<file path="src/sv/b64d_pkg.sv">
// Shared types, character constants and the character classifier.
// Used by the front, queue and back modules of base64_stream_decoder.
package b64d_pkg;

  localparam int unsigned B64D_QDEPTH = 2;
  localparam int unsigned B64D_SHOWN_W = 16;

  localparam logic [7:0] CHAR_SPACE   = 8'd32;
  localparam logic [7:0] CHAR_TAB     = 8'd9;
  localparam logic [7:0] CHAR_CR      = 8'd13;
  localparam logic [7:0] CHAR_UPPER_A = 8'd65;
  localparam logic [7:0] CHAR_UPPER_Z = 8'd90;
  localparam logic [7:0] CHAR_LOWER_A = 8'd97;
  localparam logic [7:0] CHAR_LOWER_Z = 8'd122;
  localparam logic [7:0] CHAR_ZERO    = 8'd48;
  localparam logic [7:0] CHAR_NINE    = 8'd57;
  localparam logic [7:0] CHAR_PLUS    = 8'd43;
  localparam logic [7:0] CHAR_SLASH   = 8'd47;

  localparam logic [7:0] LOWER_BASE = 8'd26;
  localparam logic [7:0] DIGIT_BASE = 8'd52;
  localparam logic [5:0] CODE_PLUS  = 6'd62;
  localparam logic [5:0] CODE_SLASH = 6'd63;

  typedef enum logic [1:0] {
    KIND_DATA,
    KIND_SPACE,
    KIND_NONE
  } b64d_kind_e;

  typedef struct packed {
    b64d_kind_e kind;
    logic [5:0] code;
    logic       last;
  } b64d_item_t;

  function automatic b64d_item_t b64d_classify(logic [7:0] c, logic last);
    b64d_item_t it;
    logic [7:0] d;
    it.last = last;
    it.code = '0;
    it.kind = KIND_NONE;
    d = '0;
    priority if (c == CHAR_SPACE || (c >= CHAR_TAB && c <= CHAR_CR)) begin
      it.kind = KIND_SPACE;
    end else if (c >= CHAR_UPPER_A && c <= CHAR_UPPER_Z) begin
      d = c - CHAR_UPPER_A;
      it.kind = KIND_DATA;
      it.code = d[5:0];
    end else if (c >= CHAR_LOWER_A && c <= CHAR_LOWER_Z) begin
      d = c - CHAR_LOWER_A + LOWER_BASE;
      it.kind = KIND_DATA;
      it.code = d[5:0];
    end else if (c >= CHAR_ZERO && c <= CHAR_NINE) begin
      d = c - CHAR_ZERO + DIGIT_BASE;
      it.kind = KIND_DATA;
      it.code = d[5:0];
    end else if (c == CHAR_PLUS) begin
      it.kind = KIND_DATA;
      it.code = CODE_PLUS;
    end else if (c == CHAR_SLASH) begin
      it.kind = KIND_DATA;
      it.code = CODE_SLASH;
    end else begin
      it.kind = KIND_NONE;
    end
    return it;
  endfunction

endpackage

</file>
<file path="src/sv/b64d_front.sv">
// Input stage: accepts characters, classifies them and holds one item.
// Depends on b64d_pkg; feeds b64d_queue.
module b64d_front (
  input  logic                 clk_i,
  input  logic                 rst_ni,
  input  logic                 in_valid_i,
  output logic                 in_stall_o,
  input  logic [7:0]           in_char_i,
  input  logic                 msg_last_i,
  output logic                 push_o,
  output b64d_pkg::b64d_item_t item_o,
  input  logic                 q_full_i
);
  import b64d_pkg::*;

  logic       valid_q, valid_d;
  b64d_item_t item_q;
  logic       accept;

  assign push_o     = valid_q && !q_full_i;
  assign in_stall_o = valid_q && q_full_i;
  assign accept     = in_valid_i && !in_stall_o;
  assign valid_d    = accept || (valid_q && !push_o);
  assign item_o     = item_q;

  always_ff @(posedge clk_i or negedge rst_ni) begin
    if (!rst_ni) begin
      valid_q <= 1'b0;
    end else begin
      valid_q <= valid_d;
    end
  end

  always_ff @(posedge clk_i) begin
    if (accept) begin
      item_q <= b64d_classify(in_char_i, msg_last_i);
    end
  end

endmodule

</file>
<file path="src/sv/b64d_queue.sv">
// Short FIFO of classified items between the front and back stages.
// Depends on b64d_pkg for the item type and depth.
module b64d_queue (
  input  logic                 clk_i,
  input  logic                 rst_ni,
  input  logic                 push_i,
  input  b64d_pkg::b64d_item_t item_i,
  output logic                 full_o,
  input  logic                 pop_i,
  output b64d_pkg::b64d_item_t item_o,
  output logic                 empty_o
);
  import b64d_pkg::*;

  localparam int unsigned PTR_W = $clog2(B64D_QDEPTH);
  localparam int unsigned CNT_W = $clog2(B64D_QDEPTH + 1);

  b64d_item_t       mem_q [B64D_QDEPTH];
  logic [PTR_W-1:0] wr_ptr_q, wr_ptr_d;
  logic [PTR_W-1:0] rd_ptr_q, rd_ptr_d;
  logic [CNT_W-1:0] count_q, count_d;

  assign full_o  = (count_q == CNT_W'(B64D_QDEPTH));
  assign empty_o = (count_q == '0);
  assign item_o  = mem_q[rd_ptr_q];

  always_comb begin
    wr_ptr_d = push_i ? wr_ptr_q + PTR_W'(1) : wr_ptr_q;
    rd_ptr_d = pop_i ? rd_ptr_q + PTR_W'(1) : rd_ptr_q;
    count_d  = count_q;
    unique case ({push_i, pop_i})
      2'b10:   count_d = count_q + CNT_W'(1);
      2'b01:   count_d = count_q - CNT_W'(1);
      default: count_d = count_q;
    endcase
  end

  always_ff @(posedge clk_i or negedge rst_ni) begin
    if (!rst_ni) begin
      wr_ptr_q <= '0;
      rd_ptr_q <= '0;
      count_q  <= '0;
    end else begin
      wr_ptr_q <= wr_ptr_d;
      rd_ptr_q <= rd_ptr_d;
      count_q  <= count_d;
    end
  end

  always_ff @(posedge clk_i) begin
    if (push_i) begin
      mem_q[wr_ptr_q] <= item_i;
    end
  end

  a_no_pop_empty: assert property (@(posedge clk_i) disable iff (!rst_ni)
    pop_i |-> !empty_o)
    else $error("queue popped while empty");

  a_count_bound: assert property (@(posedge clk_i) disable iff (!rst_ni)
    count_q <= CNT_W'(B64D_QDEPTH))
    else $error("queue count beyond depth");

endmodule

</file>
<file path="src/sv/b64d_back.sv">
// Decode stage: packs 6-bit codes into bytes, counts bytes, registers results.
// Depends on b64d_pkg; drains b64d_queue.
module b64d_back #(
  parameter int unsigned COUNT_BITS = 16
) (
  input  logic                 clk_i,
  input  logic                 rst_ni,
  input  logic                 empty_i,
  input  b64d_pkg::b64d_item_t item_i,
  output logic                 pop_o,
  output logic                 out_valid_o,
  input  logic                 out_stall_i,
  output logic [7:0]           out_byte_o,
  output logic                 byte_valid_o,
  output logic                 end_of_message_o,
  output logic                 stopped_invalid_o,
  output logic [15:0]          decoded_count_o
);
  import b64d_pkg::*;

  logic [1:0]            phase_q, phase_d;
  logic [7:0]            part_q, part_d;
  logic                  skip_q, skip_d;
  logic [COUNT_BITS-1:0] cnt_q, cnt_d, cnt_step;
  logic [B64D_SHOWN_W-1:0] cnt_shown;

  logic       have_byte;
  logic [7:0] byte_val;
  logic       produce;
  logic       out_free;

  logic                    out_valid_q;
  logic [7:0]              out_byte_q;
  logic                    byte_valid_q;
  logic                    eom_q;
  logic                    stop_q;
  logic [B64D_SHOWN_W-1:0] count_q;

  assign out_free = !out_valid_q || !out_stall_i;
  assign pop_o    = !empty_i && out_free;

  always_comb begin
    phase_d   = phase_q;
    part_d    = part_q;
    skip_d    = skip_q;
    have_byte = 1'b0;
    byte_val  = '0;
    if (!skip_q) begin
      unique case (item_i.kind)
        KIND_NONE:  skip_d = 1'b1;
        KIND_DATA: begin
          unique case (phase_q)
            2'd0: begin
              part_d  = {item_i.code, 2'b00};
              phase_d = 2'd1;
            end
            2'd1: begin
              byte_val  = part_q | {6'b0, item_i.code[5:4]};
              part_d    = {item_i.code[3:0] & 4'h0f, 4'b0};
              have_byte = 1'b1;
              phase_d   = 2'd2;
            end
            2'd2: begin
              byte_val  = part_q | {4'b0, item_i.code[5:2]};
              part_d    = {item_i.code[1:0] & 2'h3, 6'b0};
              have_byte = 1'b1;
              phase_d   = 2'd3;
            end
            default: begin
              byte_val  = part_q | {2'b0, item_i.code};
              part_d    = '0;
              have_byte = 1'b1;
              phase_d   = 2'd0;
            end
          endcase
        end
        default: skip_d = skip_q;
      endcase
    end
    cnt_step = (have_byte && cnt_q != '1) ? cnt_q + COUNT_BITS'(1) : cnt_q;
    produce  = have_byte || item_i.last;
    cnt_d    = cnt_step;
    if (item_i.last) begin
      phase_d = '0;
      part_d  = '0;
      cnt_d   = '0;
    end
  end

  generate
    if (COUNT_BITS > B64D_SHOWN_W) begin : g_sat
      assign cnt_shown = (|cnt_step[COUNT_BITS-1:B64D_SHOWN_W]) ? '1
                                                              : cnt_step[B64D_SHOWN_W-1:0];
    end else begin : g_ext
      assign cnt_shown = B64D_SHOWN_W'(cnt_step);
    end
  endgenerate

  always_ff @(posedge clk_i or negedge rst_ni) begin
    if (!rst_ni) begin
      phase_q     <= '0;
      part_q      <= '0;
      skip_q      <= 1'b0;
      cnt_q       <= '0;
      out_valid_q <= 1'b0;
    end else begin
      if (pop_o) begin
        phase_q <= phase_d;
        part_q  <= part_d;
        skip_q  <= item_i.last ? 1'b0 : skip_d;
        cnt_q   <= cnt_d;
      end
      if (out_free) begin
        out_valid_q <= pop_o && produce;
      end
    end
  end

  always_ff @(posedge clk_i) begin
    if (pop_o && produce) begin
      out_byte_q   <= byte_val;
      byte_valid_q <= have_byte;
      eom_q        <= item_i.last;
      stop_q       <= item_i.last && skip_d;
      count_q      <= cnt_shown;
    end
  end

  assign out_valid_o       = out_valid_q;
  assign out_byte_o        = out_byte_q;
  assign byte_valid_o      = byte_valid_q;
  assign end_of_message_o  = eom_q;
  assign stopped_invalid_o = stop_q;
  assign decoded_count_o   = count_q;

  a_stop_on_end: assert property (@(posedge clk_i) disable iff (!rst_ni)
    out_valid_q && stop_q |-> eom_q)
    else $error("invalid stop flagged on a non-closing transaction");

  a_clear_at_end: assert property (@(posedge clk_i) disable iff (!rst_ni)
    pop_o && item_i.last |=> phase_q == '0 && !skip_q && cnt_q == '0)
    else $error("state not cleared at message end");

  a_byte_counted: assert property (@(posedge clk_i) disable iff (!rst_ni)
    out_valid_q && byte_valid_q |-> count_q != '0)
    else $error("byte transaction with zero count");

endmodule

</file>
<file path="src/sv/base64_stream_decoder.sv">
// Top level of the Base64 stream decoder: front, queue and back stages.
// Depends on b64d_pkg, b64d_front, b64d_queue and b64d_back.
//
//   channel | direction | handshake          | payload
//   --------+-----------+--------------------+-----------------------------------------
//   in      | input     | in_valid_i/stall_o | in_char_i, msg_last_i
//   out     | output    | out_valid_o/stall_i| out_byte_o, byte_valid_o, end_of_message_o,
//           |           |                    | stopped_invalid_o, decoded_count_o
//
// One character per cycle sustained while the output is not stalled; a character
// passes through the front register, a queue entry, then the output register of the back stage.
// Reset clears the decode state, the queue and both stage valids at once.
// A stalled output backs up into the two-entry queue, then the front register,
// and only then raises in_stall_o.
module base64_stream_decoder #(
  parameter int unsigned COUNT_BITS = 16
) (
  input  logic        clk_i,
  input  logic        rst_ni,
  input  logic        in_valid_i,
  output logic        in_stall_o,
  input  logic [7:0]  in_char_i,
  input  logic        msg_last_i,
  output logic        out_valid_o,
  input  logic        out_stall_i,
  output logic [7:0]  out_byte_o,
  output logic        byte_valid_o,
  output logic        end_of_message_o,
  output logic        stopped_invalid_o,
  output logic [15:0] decoded_count_o
);
  import b64d_pkg::*;

  logic       push;
  logic       pop;
  logic       q_full;
  logic       q_empty;
  b64d_item_t front_item;
  b64d_item_t back_item;

  b64d_front u_front (
    .clk_i      (clk_i),
    .rst_ni     (rst_ni),
    .in_valid_i (in_valid_i),
    .in_stall_o (in_stall_o),
    .in_char_i  (in_char_i),
    .msg_last_i (msg_last_i),
    .push_o     (push),
    .item_o     (front_item),
    .q_full_i   (q_full)
  );

  b64d_queue u_queue (
    .clk_i   (clk_i),
    .rst_ni  (rst_ni),
    .push_i  (push),
    .item_i  (front_item),
    .full_o  (q_full),
    .pop_i   (pop),
    .item_o  (back_item),
    .empty_o (q_empty)
  );

  b64d_back #(
    .COUNT_BITS (COUNT_BITS)
  ) u_back (
    .clk_i             (clk_i),
    .rst_ni            (rst_ni),
    .empty_i           (q_empty),
    .item_i            (back_item),
    .pop_o             (pop),
    .out_valid_o       (out_valid_o),
    .out_stall_i       (out_stall_i),
    .out_byte_o        (out_byte_o),
    .byte_valid_o      (byte_valid_o),
    .end_of_message_o  (end_of_message_o),
    .stopped_invalid_o (stopped_invalid_o),
    .decoded_count_o   (decoded_count_o)
  );

endmodule
</file>
<file path="config.mk">
export PLATFORM = sky130hd
export DESIGN_NAME = base64_stream_decoder
export DESIGN_NICKNAME = d
export VERILOG_FILES = /design/src/sv/b64d_pkg.sv /design/src/sv/b64d_front.sv /design/src/sv/b64d_queue.sv /design/src/sv/b64d_back.sv /design/src/sv/base64_stream_decoder.sv
export SDC_FILE = /design/constraint.sdc
export NUM_CORES = 1
export LEC_CHECK = 0
export ABC_CLOCK_PERIOD_IN_PS = 3600
export BUFFER_PORTS_ARGS = -buffer_cell sky130_fd_sc_hd__buf_2
export CELL_PAD_IN_SITES_DETAIL_PLACEMENT = 1
export CELL_PAD_IN_SITES_GLOBAL_PLACEMENT = 1
export CORE_MARGIN = 4
export CORE_UTILIZATION = 49
export CTS_BUF_LIST = sky130_fd_sc_hd__clkbuf_8
export CTS_CLUSTER_SIZE = 40
export DETAILED_ROUTE_END_ITERATION = 10
export PLACE_DENSITY = 0.79
export SLEW_MARGIN = 5
export SYNTH_ARGS = -nofsm -noshare
export SYNTH_HDL_FRONTEND = slang
export SYNTH_SLANG_ARGS = --single-unit
</file>
<file path="constraint.sdc">
create_clock -name clk_i -period 3.6 [get_ports clk_i]
set_clock_uncertainty 0.1 [all_clocks]
set_input_delay 0.72 -clock clk_i [delete_from_list [all_inputs] [get_ports clk_i]]
set_output_delay 0.72 -clock clk_i [all_outputs]
set_load 0.03 [all_outputs]
</file>
Word-level counts from Yosys, hierarchy flattened:

Memory sizes are Yosys's and may differ from the RTL's.
Cells that the tools add are included.

* memory bits (writable): 18
* register bits after elaboration: 69
* memories: 1
* logic and storage cells: 108
* input bits: 13

Memories
* u_queue.mem_q: words 2, bits a word 9, read ports 1, clocked after memory_dff 0, wr ports 1, RTL line b64d_queue.sv:18 `b64d_item_t mem_q [B64D_QDEPTH];`

* multiplexer cells: 26
* add/sub/neg operators: 10
* reductions and logical operators: 30
* bitwise logic cells: 4
* equal/unequal tests: 11
* $lt $le $gt $ge: 8

Operators by type and width (number)
* case mux 8 bit (3 select lines): 2
* two-way mux 16 bit: 2
* two-way mux 7 bit: 4
* equality test 8 x 6 -> 1 bit, second input constant: 3
* two-way mux 8 bit: 3
* adder 16 x 1 -> 16 bit, second input constant: 1
* greater-or-equal comparator 8 x 7 -> 1 bit, second input constant: 2
* less-or-equal comparator 8 x 7 -> 1 bit, second input constant: 2
* inequality test 16 bit, second input constant: 1
* logical AND 1 bit: 12
* subtractor 6 bit, second input constant: 2
* equality test 2 bit, second input constant: 4
* greater-or-equal comparator 8 x 4 -> 1 bit, second input constant: 1
* greater-or-equal comparator 8 x 6 -> 1 bit, second input constant: 1
* less-or-equal comparator 8 x 4 -> 1 bit, second input constant: 1
* less-or-equal comparator 8 x 6 -> 1 bit, second input constant: 1
* two-way mux 1 bit: 8
* two-way mux 2 bit: 4
* bitwise OR 8 x 2 -> 8 bit: 1
* bitwise OR 8 x 4 -> 8 bit: 1
* bitwise OR 8 x 6 -> 8 bit: 1
* adder 6 x 5 -> 6 bit, second input constant: 1
* adder 6 bit, second input constant: 1
* logical NOT 1 bit: 6
* 16 further kinds: 24

Logic depth before layout (Yosys ltp):

* word-level depth: 7
* gate-level depth with buffers: 8

Cells and area by module:

A second synthesis with hierarchy kept.

* cell total of the unflattened synthesis: 427
* area, all modules: 4709.5 µm²

By module, submodules not included
* b64d_back: instances 1, area an instance 2851.5 µm², cells each 279, sequential area each 1461.4 µm²
* b64d_front: instances 1, area an instance 1024.7 µm², cells each 104, sequential area each 295.3 µm²
* b64d_queue: instances 1, area an instance 833.3 µm², cells each 44, sequential area each 640.6 µm²

Worst setup path before layout:

Ideal clock, no wire load.

* kind: register -> register
* from: register u_queue.rd_ptr_q
* to: register u_back.byte_valid_q (netlist: u_back.byte_valid_o) (enable)
* data required time: 3.089 ns
* clock period less this slack: 3.015 ns
* setup slack: 0.585 ns
* library setup time: 0.411 ns
* arrival: 2.504 ns
* buffers on the path: 1
* stages on the path, launching flop included: 6
* cells stage by stage: dfrtp_1 -> or4_4 -> a21oi_4 -> buf_6 -> nor2_1 -> nor2_1

* longest elaborated chain between the ends: 6

RTL lines
* from (decl): RTL line b64d_queue.sv:20 `logic [PTR_W-1:0] rd_ptr_q, rd_ptr_d;`
* from (signal assigned): RTL line b64d_queue.sv:45 `rd_ptr_q <= rd_ptr_d;`
* memory read (2 x 9 bit)
* logical NOT 2 bit: RTL line b64d_back.sv:49 `unique case (item_i.kind)`
* two-way mux 1 bit: RTL line b64d_back.sv:49
* two-way mux 1 bit: RTL line b64d_back.sv:48 `if (!skip_q) begin`
* named net u_back.have_byte: RTL line b64d_back.sv:27 `logic have_byte;`
* logical OR 1 bit: RTL line b64d_back.sv:81 `produce = have_byte || item_i.last;`
* logical AND 1 bit: RTL line b64d_back.sv:120 `if (pop_o && produce) begin`
* to (signal assigned): RTL line b64d_back.sv:122 `byte_valid_q <= have_byte;`
* to (decl): RTL line b64d_back.sv:34 `logic byte_valid_q;`

The timed path passes the listed nets, and every way through them passes these cells.
A chain may end at the register's enable or synchronous reset.

Worst setup path after layout:

* from: register u_queue.rd_ptr_q
* to: register u_back.cnt_q[6]

* longest elaborated chain between the ends: 7

RTL lines
* memory read (2 x 9 bit) (*)
* logical NOT 2 bit: RTL line b64d_back.sv:49
* two-way mux 1 bit: RTL line b64d_back.sv:49
* two-way mux 1 bit: RTL line b64d_back.sv:48
* logical AND 1 bit: RTL line b64d_back.sv:80 `cnt_step = (have_byte && cnt_q != '1) ? cnt_q + COUNT_BITS'(1) : cnt_q;`
* two-way mux 16 bit: RTL line b64d_back.sv:80
* two-way mux 16 bit (*): RTL line b64d_back.sv:83 `if (item_i.last) begin`
* to (signal assigned): RTL line b64d_back.sv:111 `cnt_q <= cnt_d;`
* to (decl): RTL line b64d_back.sv:24 `logic [COUNT_BITS-1:0] cnt_q, cnt_d, cnt_step;`

Every way passes the cells marked *; elsewhere a longest branch is shown, timed or not.

==> impl_metrics.tcl <==
set metrics [dict create \
    worstSkewPairLatency_ns 0.35 \
    p_sw_mw 1.57 \
    r2r_end "u_back.cnt_q[6]" \
    syn-num-nets 403 \
    cp-startpoint "u_queue.rd_ptr_q" \
    antenna_cells 0 \
    area_growth_pct 11.6 \
    startpoint_type "flop" \
    post_cts_resized 0 \
    worst_slack_ns 0.879 \
    cp_num_buf_inv 0 \
    drt_iter0_markers 138 \
    post-place-ws_ns 0.677 \
    drive_gt1_frac 0.166 \
    overflow 0 \
    combPwrFrac 0.395 \
    grt_pass1_vias 3323 \
    postCtsHoldBufs 0 \
    cts_setup_buffers 0 \
    clkPwrFrac 0.171 \
    cap_violations 0 \
    place.port_buffers 41 \
    chipWidth_um 101 \
    synth_area_leader_cell "edfxtp_1" \
    fin_crit_sh 0.756 \
    cts_made_buffers 9 \
    ctsRootBufferMaster "clkbuf_8" \
    yosys-top-cells-area "edfxtp_1 (38%), dfrtp_1 (18%), ha_1 (4.4%)" \
    fp.dieH_um 101 \
    wl_per_cell_um 19.0 \
    syn_inst 375 \
    synth_top_area_frac 0.382 \
    routabilityCongestion 0.867 \
    reg2regPathDepth 5 \
    ir_worst_vdd_mv 0.407 \
    dieArea_um2 10200 \
    synth_cell_types 50 \
    htreeDepth 3 \
    ys_async_sr_fraction 0.365 \
    synth_area_per_cell_um2 11.3 \
    power_frac_seq 0.434 \
    grt_max_degree 32 \
    power_leakage_nw 1.87 \
    slew_headroom 0.475 \
    synth-main-ff-cell "edfxtp_1" \
    rows 33 \
    grt_setup_unrepaired "false" \
    synth_area_um2 4250 \
    ys_seq_area_frac 0.564 \
    cpPeakStageDelay_ns 0.67 \
    grt_usage 0.206 \
    r2r-start "u_queue.rd_ptr_q" \
    fin_nets 445 \
    run_status "finished, final reports clean" \
    vias_per_cell 5.98 \
    cts_tree "built" \
    cp_max_fo 14 \
    power.density_nw_per_um2 797 \
    postRouteAntennaNets 0 \
    synth_seq_cells 85 \
    finalWirelength_mm 9.99 \
    reg2reg_slack_ns 0.88 \
    io_pins 42 \
    worst_slew_pin_slew_ns 0.784 \
    critPathKind "reg -> reg" \
    critPathArrivalTime_ns 2.89 \
    cpMaxStageDelayCell "dfrtp_1" \
    first_pass_iters 4 \
    slew_viol_final 0 \
    path_clk_slew_ns 0.09 \
    cts_max_path_buffers 2 \
    synth_edf_count 54 \
    yosysWarningCount 0 \
    core_area_um2 8340 \
    hold_path.class "in -> async" \
    clock_sinks 85 \
    grt_pass1_wl_mm 16.6 \
    power.internal_mw 2.21 \
    report.final.setup_viol 0 \
    drc_errors 0 \
    tns_ns 0 \
    cp_top_family "simple AND/OR/NAND/NOR gates" \
    min_period_ns 2.72 \
    hold_viol 0 \
    holdWs_ns 0.338 \
    path_cells "or4b_4, a21oi_4, nand3_1, or4_1, o211ai_1" \
    grt_antenna_before_repair 0 \
    fmax_ghz 0.368 \
    dp_hpwl_mm 7.20 \
    vias 3153 \
    setup.worst_path.end_class "flop" \
    switching_share 0.415 \
    crit_required_ns 3.77 \
    start_util 0.509 \
]
registers in the layout, summed over array words and instances, names as in the netlist, 2 cells and up:
register / count
u_back.part_q: 6
u_queue.mem_q: 18
u_front.item_o: 9
u_back.decoded_count_o: 16
u_queue.count_q: 2
u_back.phase_q: 2
u_back.cnt_q: 16
u_back.out_byte_o: 8
layer usage:
metal	vias up	part of all wire	GRT usage	wire, µm
met3	19	0.044	0.0388	441
li1	1483	-	-	-
met4	0	0.020	0.0818	199
met2	91	0.49	0.328	4930
met5	-	0	0	0
met1	1560	0.44	0.280	4420
worst max-delay path by stage:
stage                                to  slack, ns  cells after the start
global route            u_back.cnt_q[4]       0.71                      5
detailed placement    u_front.item_o[6]       0.68                      8
floorplan           u_back.byte_valid_o       0.58                      5
CTS                     u_back.cnt_q[6]       0.88                      5
global placement      u_front.item_o[6]       0.83                      8
finish                  u_back.cnt_q[6]       0.88                      5
power by group through the flow:
stage	registers (mW)	logic, mW	clock network [mW]
after floorplan	1.91	0.767	0
after global placement	1.64	1.44	0
after detailed placement	1.67	1.49	0
after CTS	1.65	1.50	0.663
after global routing	1.68	1.61	0.702
final	1.64	1.49	0.646
Yosys cell counts, types with 7 or more instances:
library cell,number
o21ai_0,17
xnor2_1,14
nand2_1,39
xor2_1,10
ha_1,15
or4_1,8
nor4_1,7
dfrtp_1,31
a221oi_1,7
a21oi_1,14
inv_1,19
clkbuf_1,12
edfxtp_1,54
o31ai_1,8
nor2_1,31
mux2_2,7
cell usage in the layout, fill, tap and decap left out, types with 5 or more instances in the layout:
master / netlist / layout
edfxtp_1: 54 / 54
or4_1: 8 / 8
a31oi_1: 5 / 5
o31ai_1: 8 / 8
a221oi_1: 7 / 7
clkbuf_8: 0 / 9
nand4_1: 5 / 5
a21oi_1: 14 / 14
nor4_1: 7 / 7
xor2_1: 10 / 10
o21ai_0: 17 / 16
o211ai_1: 6 / 6
nand2_1: 39 / 39
inv_1: 19 / 21
mux2_2: 7 / 7
buf_2: 0 / 41
dfrtp_1: 31 / 31
nand3_1: 6 / 6
nor3_1: 6 / 6
ha_1: 15 / 15
nor2_1: 31 / 30
xnor2_1: 14 / 14
logic make-up (layout without fill, tap and decap cells):
group	Yosys count	in the layout	synth area share
compound gates	79	79	0.129
xor+xnor	24	24	0.0495
fa+ha+maj	15	15	0.0442
buf+inv	33	80	0.0309
flops	85	85	0.564
mux	11	11	0.0280
simple gates	128	128	0.154
stage by stage:
stage | cells | area [µm²] | total power, mW | util
floorplan | 375 | 4250 | 2.67 | -
CTS | 527 | 4740 | 3.81 | 0.569
detailed placement | 511 | 4560 | 3.16 | 0.547
finish | 527 | 4740 | 3.78 | 0.569
global placement | 511 | 4560 | 3.08 | 0.547
global route | 527 | 4740 | 4.00 | 0.569
cell type report:
type | instances | area [µm²]
repair buffers | 45 | 235
flip-flops and latches | 85 | 2400
well taps | 105 | 131
multi-input cells | 257 | 1720
inverters | 19 | 71.3
fillers | 939 | 3600
clock inverters | 7 | 60.1
clock buffers | 9 | 124
(Power assumes the default switching activity.)
